--- config.mk ---
export PLATFORM = sky130hd
export DESIGN_NAME = radio_time_slot_sync_controller
export DESIGN_NICKNAME = d
export VERILOG_FILES = /design/src/design/rtssc_pkg.sv /design/src/design/rtssc_cfg_regs.sv /design/src/design/rtssc_in_stage.sv /design/src/design/rtssc_core.sv /design/src/design/rtssc_out_stage.sv /design/src/design/radio_time_slot_sync_controller.sv
export SDC_FILE = /design/constraint.sdc
export NUM_CORES = 1
export LEC_CHECK = 0
export ABC_AREA = 1
export BUFFER_PORTS_ARGS = -buffer_cell sky130_fd_sc_hd__buf_2
export CORE_ASPECT_RATIO = 2
export CORE_UTILIZATION = 45
export CTS_CLUSTER_SIZE = 25
export DETAILED_ROUTE_END_ITERATION = 6
export GPL_TIMING_DRIVEN = 0
export PLACE_DENSITY_LB_ADDON = 0.3
export SYNTH_ARGS = -nofsm -noshare
export SYNTH_HDL_FRONTEND = slang
export SYNTH_SLANG_ARGS = --single-unit
--- constraint.sdc ---
create_clock -name clk -period 20.1 [get_ports clk]
set_input_delay 1.005 -clock clk [delete_from_list [all_inputs] [get_ports clk]]
set_output_delay 1.005 -clock clk [all_outputs]
set_load 0.1 [all_outputs]
--- src/design/rtssc_pkg.sv ---
`timescale 1ns / 1ps
// ----------------------------------------------------------------------------
// Radio time slot sync controller package
// Shared types, codes and the state evaluation functions of the slot
// synchronizer.
// ----------------------------------------------------------------------------
package rtssc_pkg;

  localparam int ADDR_W      = 24;
  localparam int MS_W        = 16;
  localparam int CFG_DATA_W  = 24;
  localparam int CFG_IDX_W   = 2;
  localparam int IN_TDATA_W  = 32;
  localparam int OUT_TDATA_W = 40;

  // Longest chain of evaluations that one settling pass can need, counting
  // the final evaluation that leaves the state unchanged.
  localparam int EVAL_STEPS = 4;

  localparam logic [MS_W-1:0]   LISTEN_RESET  = 16'd10;
  localparam logic [MS_W-1:0]   SEND_RESET    = 16'd1;
  localparam logic [MS_W-1:0]   MEASURE_RESET = 16'd2000;
  localparam logic [MS_W-1:0]   ELAPSED_MAX   = 16'hFFFF;
  localparam logic [ADDR_W-1:0] ADDR_ALL_ONES = 24'hFFFFFF;

  localparam logic [7:0] MSG_BEACON    = 8'h24;
  localparam logic [7:0] MSG_COLLISION = 8'hDB;
  localparam logic [7:0] MSG_ACK       = 8'h81;
  localparam logic [7:0] MSG_MEASURE   = 8'h18;

  localparam logic OP_TICK    = 1'b0;
  localparam logic OP_MESSAGE = 1'b1;

  typedef enum logic [3:0] {
    ST_RESET    = 4'd0,
    ST_SCAN     = 4'd1,
    ST_DETECTED = 4'd2,
    ST_SENDACK  = 4'd3,
    ST_WAITACK  = 4'd4,
    ST_SYNCED   = 4'd5,
    ST_BEACON   = 4'd6,
    ST_CHECK    = 4'd7,
    ST_WAITSLOT = 4'd8,
    ST_TAKE     = 4'd9
  } proto_state_t;

  typedef enum logic [1:0] {
    TX_BEACON    = 2'd0,
    TX_COLLISION = 2'd1,
    TX_ACK       = 2'd2,
    TX_MEASURE   = 2'd3
  } tx_kind_t;

  typedef enum logic [CFG_IDX_W-1:0] {
    CFG_OWN_ADDRESS    = 2'd0,
    CFG_LISTEN_WINDOW  = 2'd1,
    CFG_SEND_WINDOW    = 2'd2,
    CFG_MEASURE_WINDOW = 2'd3
  } cfg_index_t;

  typedef struct packed {
    logic [MS_W-1:0] listen;
    logic [MS_W-1:0] send;
    logic [MS_W-1:0] measure;
  } win_cfg_t;

  typedef struct packed {
    proto_state_t      state;
    logic              entered;
    logic [MS_W-1:0]   elapsed;
    logic [ADDR_W-1:0] peer;
    logic [ADDR_W-1:0] neighbor;
    logic              is_master;
    logic              measure_line;
    logic              beacon_flag;
  } ctx_t;

  localparam ctx_t CTX_RESET = '{
    state:        ST_RESET,
    entered:      1'b1,
    elapsed:      '0,
    peer:         '0,
    neighbor:     ADDR_ALL_ONES,
    is_master:    1'b0,
    measure_line: 1'b0,
    beacon_flag:  1'b0
  };

  typedef struct packed {
    logic              valid;
    tx_kind_t          kind;
    logic [ADDR_W-1:0] dest;
  } tx_t;

  localparam tx_t TX_NONE = '{valid: 1'b0, kind: TX_BEACON, dest: '0};

  typedef struct packed {
    ctx_t ctx;
    tx_t  tx;
    logic again;
  } eval_res_t;

  typedef struct packed {
    ctx_t ctx;
    tx_t  tx;
  } settle_res_t;

  typedef struct packed {
    logic              opcode;
    logic [7:0]        kind;
    logic [ADDR_W-1:0] src;
  } item_t;

  typedef struct packed {
    tx_t          tx;
    logic         measuring;
    logic         beacon_line;
    proto_state_t state;
  } result_t;

  // One evaluation of the current state. The again flag asks for another
  // evaluation because something moved.
  function automatic eval_res_t eval_step(input ctx_t c, input logic has_msg,
                                          input logic [7:0] kind,
                                          input logic [ADDR_W-1:0] src,
                                          input win_cfg_t w);
    eval_res_t r;
    r.ctx   = c;
    r.tx    = TX_NONE;
    r.again = 1'b0;
    unique case (c.state)
      ST_RESET: begin
        r.ctx.beacon_flag = 1'b0;
        r.ctx.is_master   = 1'b0;
        r.ctx.state       = ST_SCAN;
        r.ctx.entered     = 1'b1;
        r.again           = 1'b1;
      end
      ST_SCAN: begin
        if (c.entered) begin
          r.ctx.elapsed = '0;
          r.ctx.entered = 1'b0;
          r.again       = 1'b1;
        end else if (c.elapsed <= w.listen) begin
          if (has_msg && kind == MSG_BEACON) begin
            r.ctx.peer    = src;
            r.ctx.state   = ST_DETECTED;
            r.ctx.entered = 1'b1;
            r.again       = 1'b1;
          end else if (has_msg && kind == MSG_COLLISION) begin
            r.ctx.peer     = src;
            r.ctx.neighbor = src;
            r.ctx.state    = ST_SENDACK;
            r.ctx.entered  = 1'b1;
            r.again        = 1'b1;
          end
        end else begin
          r.ctx.state   = ST_BEACON;
          r.ctx.entered = 1'b1;
          r.again       = 1'b1;
        end
      end
      ST_DETECTED, ST_SENDACK: begin
        if (c.entered) begin
          r.ctx.elapsed = '0;
          r.ctx.entered = 1'b0;
        end
        if (r.ctx.elapsed <= w.send) begin
          r.tx.valid = 1'b1;
          r.tx.kind  = (c.state == ST_DETECTED) ? TX_COLLISION : TX_ACK;
          r.tx.dest  = c.peer;
        end else begin
          r.ctx.state   = (c.state == ST_DETECTED) ? ST_WAITACK : ST_SYNCED;
          r.ctx.entered = 1'b1;
          r.again       = 1'b1;
        end
      end
      ST_WAITACK: begin
        r.ctx.entered = 1'b0;
        if (has_msg && kind == MSG_ACK && src == c.peer) begin
          r.ctx.neighbor  = c.peer;
          r.ctx.is_master = 1'b1;
          r.ctx.state     = ST_SYNCED;
          r.ctx.entered   = 1'b1;
          r.again         = 1'b1;
        end
      end
      ST_SYNCED: begin
        r.ctx.state   = c.is_master ? ST_TAKE : ST_CHECK;
        r.ctx.entered = 1'b1;
        r.again       = 1'b1;
      end
      ST_BEACON: begin
        if (c.entered) begin
          r.ctx.elapsed     = '0;
          r.ctx.beacon_flag = 1'b1;
          r.ctx.entered     = 1'b0;
        end
        if (r.ctx.elapsed <= w.send) begin
          r.tx.valid = 1'b1;
          r.tx.kind  = TX_BEACON;
          r.tx.dest  = '0;
        end else begin
          r.ctx.state   = ST_RESET;
          r.ctx.entered = 1'b1;
          r.again       = 1'b1;
        end
      end
      ST_CHECK: begin
        if (c.entered) begin
          r.ctx.elapsed      = '0;
          r.ctx.measure_line = 1'b0;
          r.ctx.entered      = 1'b0;
          r.again            = 1'b1;
        end else begin
          if (has_msg && kind == MSG_MEASURE && src == c.neighbor) begin
            r.ctx.state   = ST_WAITSLOT;
            r.ctx.entered = 1'b1;
            r.again       = 1'b1;
          end
          // A timeout in the same evaluation overrides an accepted slot.
          if (c.elapsed > w.listen) begin
            r.ctx.state   = ST_RESET;
            r.ctx.entered = 1'b1;
            r.again       = 1'b1;
          end
        end
      end
      ST_WAITSLOT: begin
        if (c.entered) begin
          r.ctx.elapsed = '0;
          r.ctx.entered = 1'b0;
        end
        if (r.ctx.elapsed >= w.measure) begin
          r.ctx.state   = ST_TAKE;
          r.ctx.entered = 1'b1;
          r.again       = 1'b1;
        end
      end
      ST_TAKE: begin
        if (c.entered) begin
          r.ctx.elapsed      = '0;
          r.ctx.measure_line = 1'b1;
          r.ctx.entered      = 1'b0;
        end
        if (r.ctx.elapsed <= w.send) begin
          r.tx.valid = 1'b1;
          r.tx.kind  = TX_MEASURE;
          r.tx.dest  = '0;
        end else if (r.ctx.elapsed >= w.measure) begin
          r.ctx.state   = ST_CHECK;
          r.ctx.entered = 1'b1;
          r.again       = 1'b1;
        end
      end
      default: begin
        r.ctx.state   = ST_RESET;
        r.ctx.entered = 1'b1;
        r.again       = 1'b1;
      end
    endcase
    return r;
  endfunction

  // Runs evaluations until the state stops moving. A message is offered to
  // the first evaluation only.
  function automatic settle_res_t settle(input ctx_t c, input logic has_msg,
                                         input logic [7:0] kind,
                                         input logic [ADDR_W-1:0] src,
                                         input win_cfg_t w);
    settle_res_t s;
    eval_res_t   e;
    logic        done;
    s.ctx = c;
    s.tx  = TX_NONE;
    done  = 1'b0;
    for (int i = 0; i < EVAL_STEPS; i++) begin
      if (!done) begin
        e     = eval_step(s.ctx, has_msg && (i == 0), kind, src, w);
        s.ctx = e.ctx;
        if (e.tx.valid) begin
          s.tx = e.tx;
        end
        done = !e.again;
      end
    end
    return s;
  endfunction

endpackage

--- src/design/rtssc_cfg_regs.sv ---
`timescale 1ns / 1ps
// ----------------------------------------------------------------------------
// Configuration registers
// Decodes writes on the configuration port and holds the timing windows.
// ----------------------------------------------------------------------------
module rtssc_cfg_regs
  import rtssc_pkg::*;
(
  input  logic                  clk,
  input  logic                  rst_n,
  input  logic                  we_i,
  input  logic [CFG_IDX_W-1:0]  index_i,
  input  logic [CFG_DATA_W-1:0] wdata_i,
  output win_cfg_t              win_o
);

  win_cfg_t win_r;
  win_cfg_t win_nxt;

  always_comb begin
    win_nxt = win_r;
    if (we_i) begin
      unique case (cfg_index_t'(index_i))
        CFG_OWN_ADDRESS: begin
          // The own address only travels in transmitted frames; no result
          // field depends on it, so it is not stored here.
          win_nxt = win_r;
        end
        CFG_LISTEN_WINDOW:  win_nxt.listen  = wdata_i[MS_W-1:0];
        CFG_SEND_WINDOW:    win_nxt.send    = wdata_i[MS_W-1:0];
        CFG_MEASURE_WINDOW: win_nxt.measure = wdata_i[MS_W-1:0];
      endcase
    end
  end

  always_ff @(posedge clk) begin
    if (!rst_n) begin
      win_r.listen  <= LISTEN_RESET;
      win_r.send    <= SEND_RESET;
      win_r.measure <= MEASURE_RESET;
    end else begin
      win_r <= win_nxt;
    end
  end

  assign win_o = win_r;

endmodule

--- src/design/rtssc_in_stage.sv ---
`timescale 1ns / 1ps
// ----------------------------------------------------------------------------
// Input register
// Captures one input transaction and holds it until the core consumes it.
// ----------------------------------------------------------------------------
module rtssc_in_stage
  import rtssc_pkg::*;
(
  input  logic  clk,
  input  logic  rst_n,
  input  logic  s_valid_i,
  output logic  s_ready_o,
  input  item_t s_item_i,
  input  logic  down_ready_i,
  output logic  valid_o,
  output item_t item_o
);

  logic  valid_r;
  logic  valid_nxt;
  item_t item_r;
  logic  advance;

  assign advance   = valid_r && down_ready_i;
  assign s_ready_o = !valid_r || down_ready_i;

  always_comb begin
    valid_nxt = valid_r;
    if (s_valid_i && s_ready_o) begin
      valid_nxt = 1'b1;
    end else if (advance) begin
      valid_nxt = 1'b0;
    end
  end

  always_ff @(posedge clk) begin
    if (!rst_n) begin
      valid_r <= 1'b0;
    end else begin
      valid_r <= valid_nxt;
    end
  end

  always_ff @(posedge clk) begin
    if (s_valid_i && s_ready_o) begin
      item_r <= s_item_i;
    end
  end

  assign valid_o = valid_r;
  assign item_o  = item_r;

endmodule

--- src/design/rtssc_core.sv ---
`timescale 1ns / 1ps
// ----------------------------------------------------------------------------
// Protocol core
// Holds the controller context and computes the result of one item.
// ----------------------------------------------------------------------------
module rtssc_core
  import rtssc_pkg::*;
(
  input  logic     clk,
  input  logic     rst_n,
  input  logic     fire_i,
  input  item_t    item_i,
  input  win_cfg_t win_i,
  output result_t  result_o
);

  ctx_t        ctx_r;
  ctx_t        ctx_nxt;
  settle_res_t pre;
  settle_res_t post;
  ctx_t        applied;
  logic        is_msg;

  assign is_msg = (item_i.opcode == OP_MESSAGE);

  always_comb begin
    // Settle first with the current windows, which may have been rewritten
    // since the last item. Transmit requests from this pass are dropped.
    pre     = settle(ctx_r, 1'b0, item_i.kind, item_i.src, win_i);
    applied = pre.ctx;
    if (!is_msg && applied.elapsed != ELAPSED_MAX) begin
      applied.elapsed = applied.elapsed + 1'b1;
    end
    post    = settle(applied, is_msg, item_i.kind, item_i.src, win_i);
    ctx_nxt = fire_i ? post.ctx : ctx_r;

    result_o.tx          = post.tx;
    result_o.measuring   = post.ctx.measure_line;
    result_o.beacon_line = post.ctx.beacon_flag;
    result_o.state       = post.ctx.state;
  end

  always_ff @(posedge clk) begin
    if (!rst_n) begin
      ctx_r <= CTX_RESET;
    end else begin
      ctx_r <= ctx_nxt;
    end
  end

endmodule

--- src/design/rtssc_out_stage.sv ---
`timescale 1ns / 1ps
// ----------------------------------------------------------------------------
// Result register
// Holds one result transaction until the receiver takes it.
// ----------------------------------------------------------------------------
module rtssc_out_stage
  import rtssc_pkg::*;
(
  input  logic    clk,
  input  logic    rst_n,
  input  logic    load_i,
  input  result_t result_i,
  output logic    ready_o,
  output logic    valid_o,
  input  logic    m_ready_i,
  output result_t result_o
);

  logic    valid_r;
  logic    valid_nxt;
  result_t result_r;

  // A held result that is being taken this cycle frees the slot at once.
  assign ready_o = !valid_r || m_ready_i;

  always_comb begin
    valid_nxt = valid_r;
    if (load_i) begin
      valid_nxt = 1'b1;
    end else if (m_ready_i) begin
      valid_nxt = 1'b0;
    end
  end

  always_ff @(posedge clk) begin
    if (!rst_n) begin
      valid_r <= 1'b0;
    end else begin
      valid_r <= valid_nxt;
    end
  end

  always_ff @(posedge clk) begin
    if (load_i) begin
      result_r <= result_i;
    end
  end

  assign valid_o  = valid_r;
  assign result_o = result_r;

endmodule

--- src/design/radio_time_slot_sync_controller.sv ---
`timescale 1ns / 1ps
// ----------------------------------------------------------------------------
// Radio time slot sync controller
// Lets two sensors on one radio channel agree on alternating measurement
// slots and reports one transmit request and status word per event.
// ----------------------------------------------------------------------------
// Usage:
//   The input stream carries one event per transaction: a millisecond tick
//   (in_tuser low) or a received message (in_tuser high, id and source
//   address in in_tdata). Every event yields exactly one result transaction
//   with the transmit request, the measuring and beacon lines and the state.
//   An event is registered on entry, and the protocol step on the held event
//   is loaded into the result register, which drives out_tvalid. While the
//   receiver does not stall, one event is accepted every cycle; the rate is
//   set by the combinational protocol step between the two registers.
//   When the receiver stalls, the result register holds its transaction and
//   the input register absorbs one more event before in_tready drops.
//   Reset clears both stages, loads the default timing windows and returns
//   the protocol to its reset state. Configuration writes take effect at the
//   next clock edge and are meant to be issued while no event is in flight.
// ----------------------------------------------------------------------------
module radio_time_slot_sync_controller
  import rtssc_pkg::*;
(
  input  logic                   clk,
  input  logic                   rst_n,
  input  logic                   in_tvalid,
  output logic                   in_tready,
  // Fields from bit 0: message_kind[7:0], sender_address[31:8].
  input  logic [IN_TDATA_W-1:0]  in_tdata,
  // Fields from bit 0: opcode[0].
  input  logic                   in_tuser,
  output logic                   out_tvalid,
  input  logic                   out_tready,
  // Fields from bit 0: transmit_valid[0], transmit_kind[2:1],
  // transmit_destination[26:3], measuring[27], beacon_line[28],
  // protocol_state[32:29], zero fill[39:33].
  output logic [OUT_TDATA_W-1:0] out_tdata,
  input  logic                   cfg_we,
  input  logic [CFG_IDX_W-1:0]   cfg_index,
  input  logic [CFG_DATA_W-1:0]  cfg_wdata
);

  win_cfg_t win;
  item_t    in_item;
  item_t    held_item;
  logic     held_valid;
  logic     core_ready;
  logic     fire;
  result_t  core_result;
  result_t  out_result;

  assign in_item.opcode = in_tuser;
  assign in_item.kind   = in_tdata[7:0];
  assign in_item.src    = in_tdata[IN_TDATA_W-1:8];

  assign fire = held_valid && core_ready;

  rtssc_cfg_regs u_cfg_regs (
    .clk     (clk),
    .rst_n   (rst_n),
    .we_i    (cfg_we),
    .index_i (cfg_index),
    .wdata_i (cfg_wdata),
    .win_o   (win)
  );

  rtssc_in_stage u_in_stage (
    .clk          (clk),
    .rst_n        (rst_n),
    .s_valid_i    (in_tvalid),
    .s_ready_o    (in_tready),
    .s_item_i     (in_item),
    .down_ready_i (core_ready),
    .valid_o      (held_valid),
    .item_o       (held_item)
  );

  rtssc_core u_core (
    .clk      (clk),
    .rst_n    (rst_n),
    .fire_i   (fire),
    .item_i   (held_item),
    .win_i    (win),
    .result_o (core_result)
  );

  rtssc_out_stage u_out_stage (
    .clk       (clk),
    .rst_n     (rst_n),
    .load_i    (fire),
    .result_i  (core_result),
    .ready_o   (core_ready),
    .valid_o   (out_tvalid),
    .m_ready_i (out_tready),
    .result_o  (out_result)
  );

  assign out_tdata = {7'd0, out_result.state, out_result.beacon_line,
                      out_result.measuring, out_result.tx.dest,
                      out_result.tx.kind, out_result.tx.valid};

endmodule

==> flow_metrics.py, run 1 <==
metrics = {
    "synth": {
        "synth.distinct_cells": 63,
        "synthesis.instances": 2973,
        "synthFlopType": "dfxtp_1",
        "synthSimpleGateAreaFrac_pct": 28.1,
        "yosys.area_share.xor_xnor_pct": 2.10,
        "synth.top_cell.area_share_pct": 22.6,
        "postSynthAreaPerCell_um2": 6.88,
        "synthesized_area_fraction_occupied_by_ao_oa_aoi_and_oai_cells_pct": 16.0,
        "post-synth-top-area-cell": "ha_1",
        "yosys-top-cells-area": "ha_1, dfxtp_1, nand2_1",
        "muxShareOfSynthArea_pct": 0,
        "synthesis.yosys.warnings": 0,
        "postSynthRegisterBits": 188,
        "synth-edff-count": 66,
        "async_reset_ff_share_pct": 0,
        "synth_fa_ha_area_share_pct": 22.6,
        "combinational_family_with_the_most_area_after_synthesis": "simple AND/OR/NAND/NOR gates",
        "synth-seq-area-share_pct": 21.6,
        "syn-cell-area_um2": 20500,
    },
    "placed_design": {
        "gp_congestion": 1.03,
        "hpwlAfterDp_um": 71300,
        "numPortBuffers": 89,
    },
    "clock_network": {
        "ctsHtreeMaxLevel": 4,
        "clock_tree.root_cell": "clkbuf_16",
        "cts.clk_slew.worst_paths_ns": 0.08,
        "worstSkewPairLatency_ns": 0.48,
        "cts_buffers": 17,
        "tritoncts_clock_tree": "yes",
        "cts_hold_repair.buffers": 0,
        "cts.sinks": 188,
        "cts-resized-gates": 0,
        "clockBufferDepth": 2,
        "cts.repair_timing.setup_buffer_count": 0,
    },
    "critical_path": {
        "timing.setup.critical_path_class": "reg2reg",
        "critical_path.endpoint_type": "register",
        "cp_data_required_time_ns": 20.37,
        "slack_of_the_worst_reg_to_reg_path_ns": 1.39,
        "worstSetupStartpointType": "register",
        "worst_path_fanout_max": 10,
        "critical-path-slowest-cell": "xor2_1",
        "worst_path_most_repeated_cell": "nand2_1",
        "r2r_cells": 93,
        "worst_path_largest_cell_delay_ns": 0.99,
        "cp_data_arrival_time_ns": 18.98,
    },
    "outcome": {
        "status": "complete, but fails checks",
        "violations_in_the_final_reports": "design-rule violations",
    },
    "floorplanning": {
        "floorplan.die_area_um2": 46400,
        "initial_utilization_pct": 45.6,
        "floorplan.die.height_um": 304,
        "design.core.area_um2": 44900,
        "die_width_um": 153,
        "io_pins": 106,
        "fp-row-count": 110,
    },
    "worst_hold_path": {
        "worstHoldPathType": "reg2reg",
        "worst_hold_path.num_cells": 2,
    },
    "timing": {
        "maxClockFrequency_ghz": 0.0535,
        "rsz0062_at_grt": "no",
        "timing.final.crit_share_pct": 93.1,
        "timing.final.hold_violations": 0,
        "timing_worst_slew_pin_value_ns": 1.28,
        "timing.max_slew.rel_slack_pct": 14.8,
        "period_minus_slack_ns": 18.71,
        "finalSetupViolCount": 0,
        "maxSlewViolCount": 0,
        "clock_skew_ns": 0.0242,
        "final.setup.tns_ns": 0,
        "min_hold_slack_ns": 0.500,
    },
    "drt": {
        "dr_total_vias": 21500,
        "routed_via_density": 5.88,
        "post_drt_wl_per_cell_um": 23.0,
        "ant_nets": 0,
        "first_pass_iters": 7,
        "route.final.wire_length_um": 84100,
        "route.detailed.drc": 4,
        "initial_drt_markers": 1187,
    },
    "global_route": {
        "grt_overflow": 0,
        "global_route_wire_length_before_repair_um": 125000,
        "grt_max_degree": 34,
        "groute.usage.overall_pct": 36.6,
        "grt_pass1_vias": 22000,
        "initial_antenna_violation_count": 1,
    },
    "job": {
        "maxCapViolCount": 0,
    },
    "final_layout": {
        "final_net_count": 3521,
        "syn_to_final_growth_pct": 8.98,
        "layout_common_cells": "nand2_1, inv_1, ha_1, nor2_1, a21oi_1",
        "layout.cells.most_common": "nand2_1",
        "drive_gt1_share_pct": 8.19,
    },
}
[area by class of cell]
class,instances,area [µm²]
diodes,1,2.50
plain buffers,82,378
clock buffers,18,429
clock inverters,14,175
fillers,4652,22600
inverters,421,1580
multi-input cells,2288,14100
flip-flops and latches,188,4420
well taps,560,701
repair buffers,90,465
[per-stage QoR]
step / instances / utilization [%] / instance area (µm²) / setup slack [ns]
2_1_floorplan: 2979 / - / 20500 / 6.05
3_3_place_gp: 3628 / 48.2 / 21600 / 0.393
3_5_place_dp: 3629 / 48.2 / 21600 / 0.181
4_1_cts: 3661 / 49.6 / 22300 / 0.105
5_1_grt: 3662 / 49.7 / 22300 / 0.0322
6_report: 3662 / 49.7 / 22300 / 1.39
[critical path, delay by kind of cell (launching register included)]
family / cells / cell delay (ns)
and+or+nand+nor: 52 / 7.65
buffers and inverters: 18 / 4.57
AOI/OAI and AO/OA: 16 / 2.82
adders and majority gates: 6 / 1.98
xor gates and xnor gates: 1 / 0.99
DFF: 1 / 0.44
[cell usage after synthesis (all sizes together), types with 33 or more instances]
cell type    n
a21oi      243
clkbuf      57
dfxtp      122
edfxtp      66
ha         369
inv        414
nand2      626
nand3      132
nand4       84
nor2       303
nor3       109
o21ai      171
o22ai       33
xor2        34
[kinds of logic (layout without fill, tap and decap cells)]
logic type      count (synthesis)  in the layout
xor+xnor                       49             49
fa+ha+maj                     369            369
flops                         188            188
buf+inv                       503            625
other cells                     1              8
compound gates                567            567
simple gates                 1296           1296
[registers in the layout (all words and copies together), names as in the netlist]
| signal | flops |
|---|---|
| u_out_stage.result_o | 33 |
| u_in_stage.item_o | 33 |
| u_cfg_regs.win_o | 48 |
| u_in_stage.valid_o | 1 |
| u_out_stage.valid_o | 1 |
| u_core.ctx_r | 72 |
[per-layer routing]
metal | track usage, % | wire, µm | vias to the layer above
met2 | 68.7 | 43000 | 859
met3 | 4.60 | 3330 | 465
li1 | - | - | 10400
met5 | 0 | 0 | -
met1 | 29.8 | 25900 | 9848
met4 | 46.6 | 11900 | 0
[final timing paths]
check	to	start
setup / recovery	u_out_stage.result_o[30]	u_core.ctx_r[67]
hold / removal	u_core.ctx_r[51]	u_core.ctx_r[51]
setup reg to reg	u_out_stage.result_o[30]	u_core.ctx_r[67]
hold reg to reg	u_core.ctx_r[51]	u_core.ctx_r[51]
Power of run 1 is not shown: default switching activity piles up to over one toggle a cycle in this logic, so the estimate is an artifact.
==> run 2, diff against run 1 <==
Settings changed: CORE_UTILIZATION 45 to 30, CTS_BUF_LIST set to sky130_fd_sc_hd__clkbuf_8, MAX_ROUTING_LAYER set to met4.
==> flow_metrics.py, run 2 (synthesized netlist as in run 1, its figures left out) <==
metrics = {
    "outcome": {
        "status": "complete, no violations",
    },
    "critical_path": {
        "worst_path_fanout_max": 19,
        "timing.setup.critical_path_class": "reg2reg",
        "cp_data_arrival_time_ns": 18.56,
        "critical-path-slowest-cell": "nor4b_1",
        "worst_path_buf_inv": 17,
        "slack_of_the_worst_reg_to_reg_path_ns": 1.80,
        "reg2reg_from": "u_core.ctx_r[67]",
        "critical_path.endpoint_type": "register",
        "worst_path_largest_cell_delay_ns": 0.46,
        "worst_path_most_repeated_cell": "nand2_1",
        "r2r_cells": 96,
        "cp_data_required_time_ns": 20.35,
        "worstSetupStartpointType": "register",
        "worstReg2RegEnd": "u_out_stage.result_o[2]",
        "crit_family": "simple AND/OR/NAND/NOR gates",
    },
    "global_route": {
        "grtUsageMet3_pct": 2.26,
        "grt_max_degree": 34,
        "initial_antenna_violation_count": 1,
        "groute.usage.overall_pct": 25.8,
        "grt_overflow": 0,
        "gr-max-usage-layer": "met2",
        "grt_pass1_vias": 21200,
        "global_route_wire_length_before_repair_um": 127000,
        "gr-usage-met2_pct": 49.2,
        "met1_usage_pct": 21.5,
    },
    "floorplanning": {
        "io_pins": 106,
        "floorplan.die.height_um": 371,
        "fp-row-count": 135,
        "initial_utilization_pct": 30.3,
        "design.core.area_um2": 67600,
        "floorplan.die_area_um2": 69300,
        "die_width_um": 187,
    },
    "placed_design": {
        "numPortBuffers": 89,
        "postPlaceCellArea_um2": 22100,
        "placed_cells_incl_taps": 3959,
        "gp_congestion": 1.00,
        "hpwlAfterDp_um": 73800,
    },
    "clock_network": {
        "cts.sinks": 188,
        "cts_hold_repair.buffers": 0,
        "tritoncts_clock_tree": "yes",
        "cts.repair_timing.setup_buffer_count": 0,
        "clockBufferDepth": 2,
        "clock_tree.root_cell": "clkbuf_8",
        "worstSkewPairLatency_ns": 0.55,
        "cts-resized-gates": 1,
        "cts_buffers": 17,
        "ctsHtreeMaxLevel": 4,
        "cts.clk_slew.worst_paths_ns": 0.10,
    },
    "timing": {
        "period_minus_slack_ns": 18.30,
        "timing.max_slew.rel_slack_pct": 15.6,
        "maxSlewViolCount": 0,
        "clock_skew_ns": 0.0328,
        "maxClockFrequency_ghz": 0.0546,
        "timing.final.crit_share_pct": 91.1,
        "timing.final.hold_violations": 0,
        "final.setup.tns_ns": 0,
        "rsz0062_at_grt": "no",
        "timing_worst_slew_pin_value_ns": 1.26,
        "finalSetupViolCount": 0,
    },
    "drt": {
        "routed_via_density": 5.27,
        "post_drt_wl_per_cell_um": 21.9,
        "route.final.wire_length_um": 87300,
        "ant_nets": 0,
        "first_pass_iters": 5,
        "route.detailed.drc": 0,
        "dr_total_vias": 21100,
        "initial_drt_markers": 1051,
    },
    "final_layout": {
        "syn_to_final_growth_pct": 10.3,
        "final_net_count": 3521,
        "drive_gt1_share_pct": 8.29,
        "layout_common_cells": "nand2_1, inv_1, ha_1, nor2_1, a21oi_1",
        "final_cell_area_um2": 22600,
        "final_cell_count_no_fill": 3993,
        "layout.cells.most_common": "nand2_1",
        "filler_cell_count": 7514,
        "max_flop_register": "u_core.ctx_r",
        "largest_register_ff_count": 72,
    },
    "worst_hold_path": {
        "whs_endpoint": "u_core.ctx_r[23]",
        "worst_hold_path.num_cells": 2,
        "worstHoldPathType": "reg2reg",
        "hold_path_startpoint": "u_core.ctx_r[23]",
    },
    "job": {
        "maxCapViolCount": 0,
    },
}
[run 2: cell types whose count changed in the layout (fill, tap and decap cells not counted), sizes merged]
cell      previous run  this run
clkinvlp             0         1
inv                420       422
diode                1         2
clkinv              15        12
bufinv               0         1
buf                114       113
[run 2: worst max-delay path by stage]
stage / startpoint / end / depth (start not counted)
2_1_floorplan: u_core.ctx_r[67] / u_out_stage.result_o[1] / 99
3_3_place_gp: u_core.ctx_r[67] / u_out_stage.result_o[2] / 94
3_5_place_dp: u_core.ctx_r[67] / u_out_stage.result_o[2] / 95
4_1_cts: u_core.ctx_r[67] / u_out_stage.result_o[2] / 93
5_1_grt: u_core.ctx_r[67] / u_out_stage.result_o[2] / 95
6_report: u_core.ctx_r[67] / u_out_stage.result_o[2] / 96
[run 2: layout make-up]
| class | instances | area (µm²) | share of cell area [%] |
|---|---|---|---|
| sequential | 188 | 4420 | 19.6 |
| clock buffer | 17 | 234 | 1.04 |
| inverter | 421 | 1580 | 7.01 |
| multi-input combinational | 2288 | 14200 | 62.8 |
| tap | 890 | 1110 | 4.94 |
| timing repair buffer | 91 | 470 | 2.09 |
| buffer | 81 | 373 | 1.65 |
| antenna | 2 | 5.00 | 0.0222 |
| clock inverter | 15 | 191 | 0.849 |
[run 2: metal layers]
metal / vias to the layer above / share of wire (%)
li1: 10400 / -
met1: 9597 / 32
met2: 724 / 53
met3: 375 / 3.0
met4: 0 / 11
met5: - / 0
[run 2: metrics by stage]
step / util [%] / hold slack, ns / setup WS (ns)
final: 33.4 / 0.500 / 1.80
after global routing: 33.4 / 0.517 / 0.183
after detailed placement: 32.7 / 0.475 / 0.0355
after CTS: 33.3 / 0.503 / 0.179
after global placement: 32.6 / 0.468 / -0.00168
after floorplan: - / 0.457 / 6.05
[run 2: worst register-to-register path: cells and delay by family, from the launching register on]
| kind | cells | cell delay [ns] |
|---|---|---|
| simple gates | 50 | 8.31 |
| buf+inv | 17 | 3.80 |
| compound gates | 22 | 3.58 |
| fa+ha+maj | 6 | 1.75 |
| flops | 1 | 0.44 |
| xor+xnor | 1 | 0.16 |
Power of run 2 is left out for the same reason.
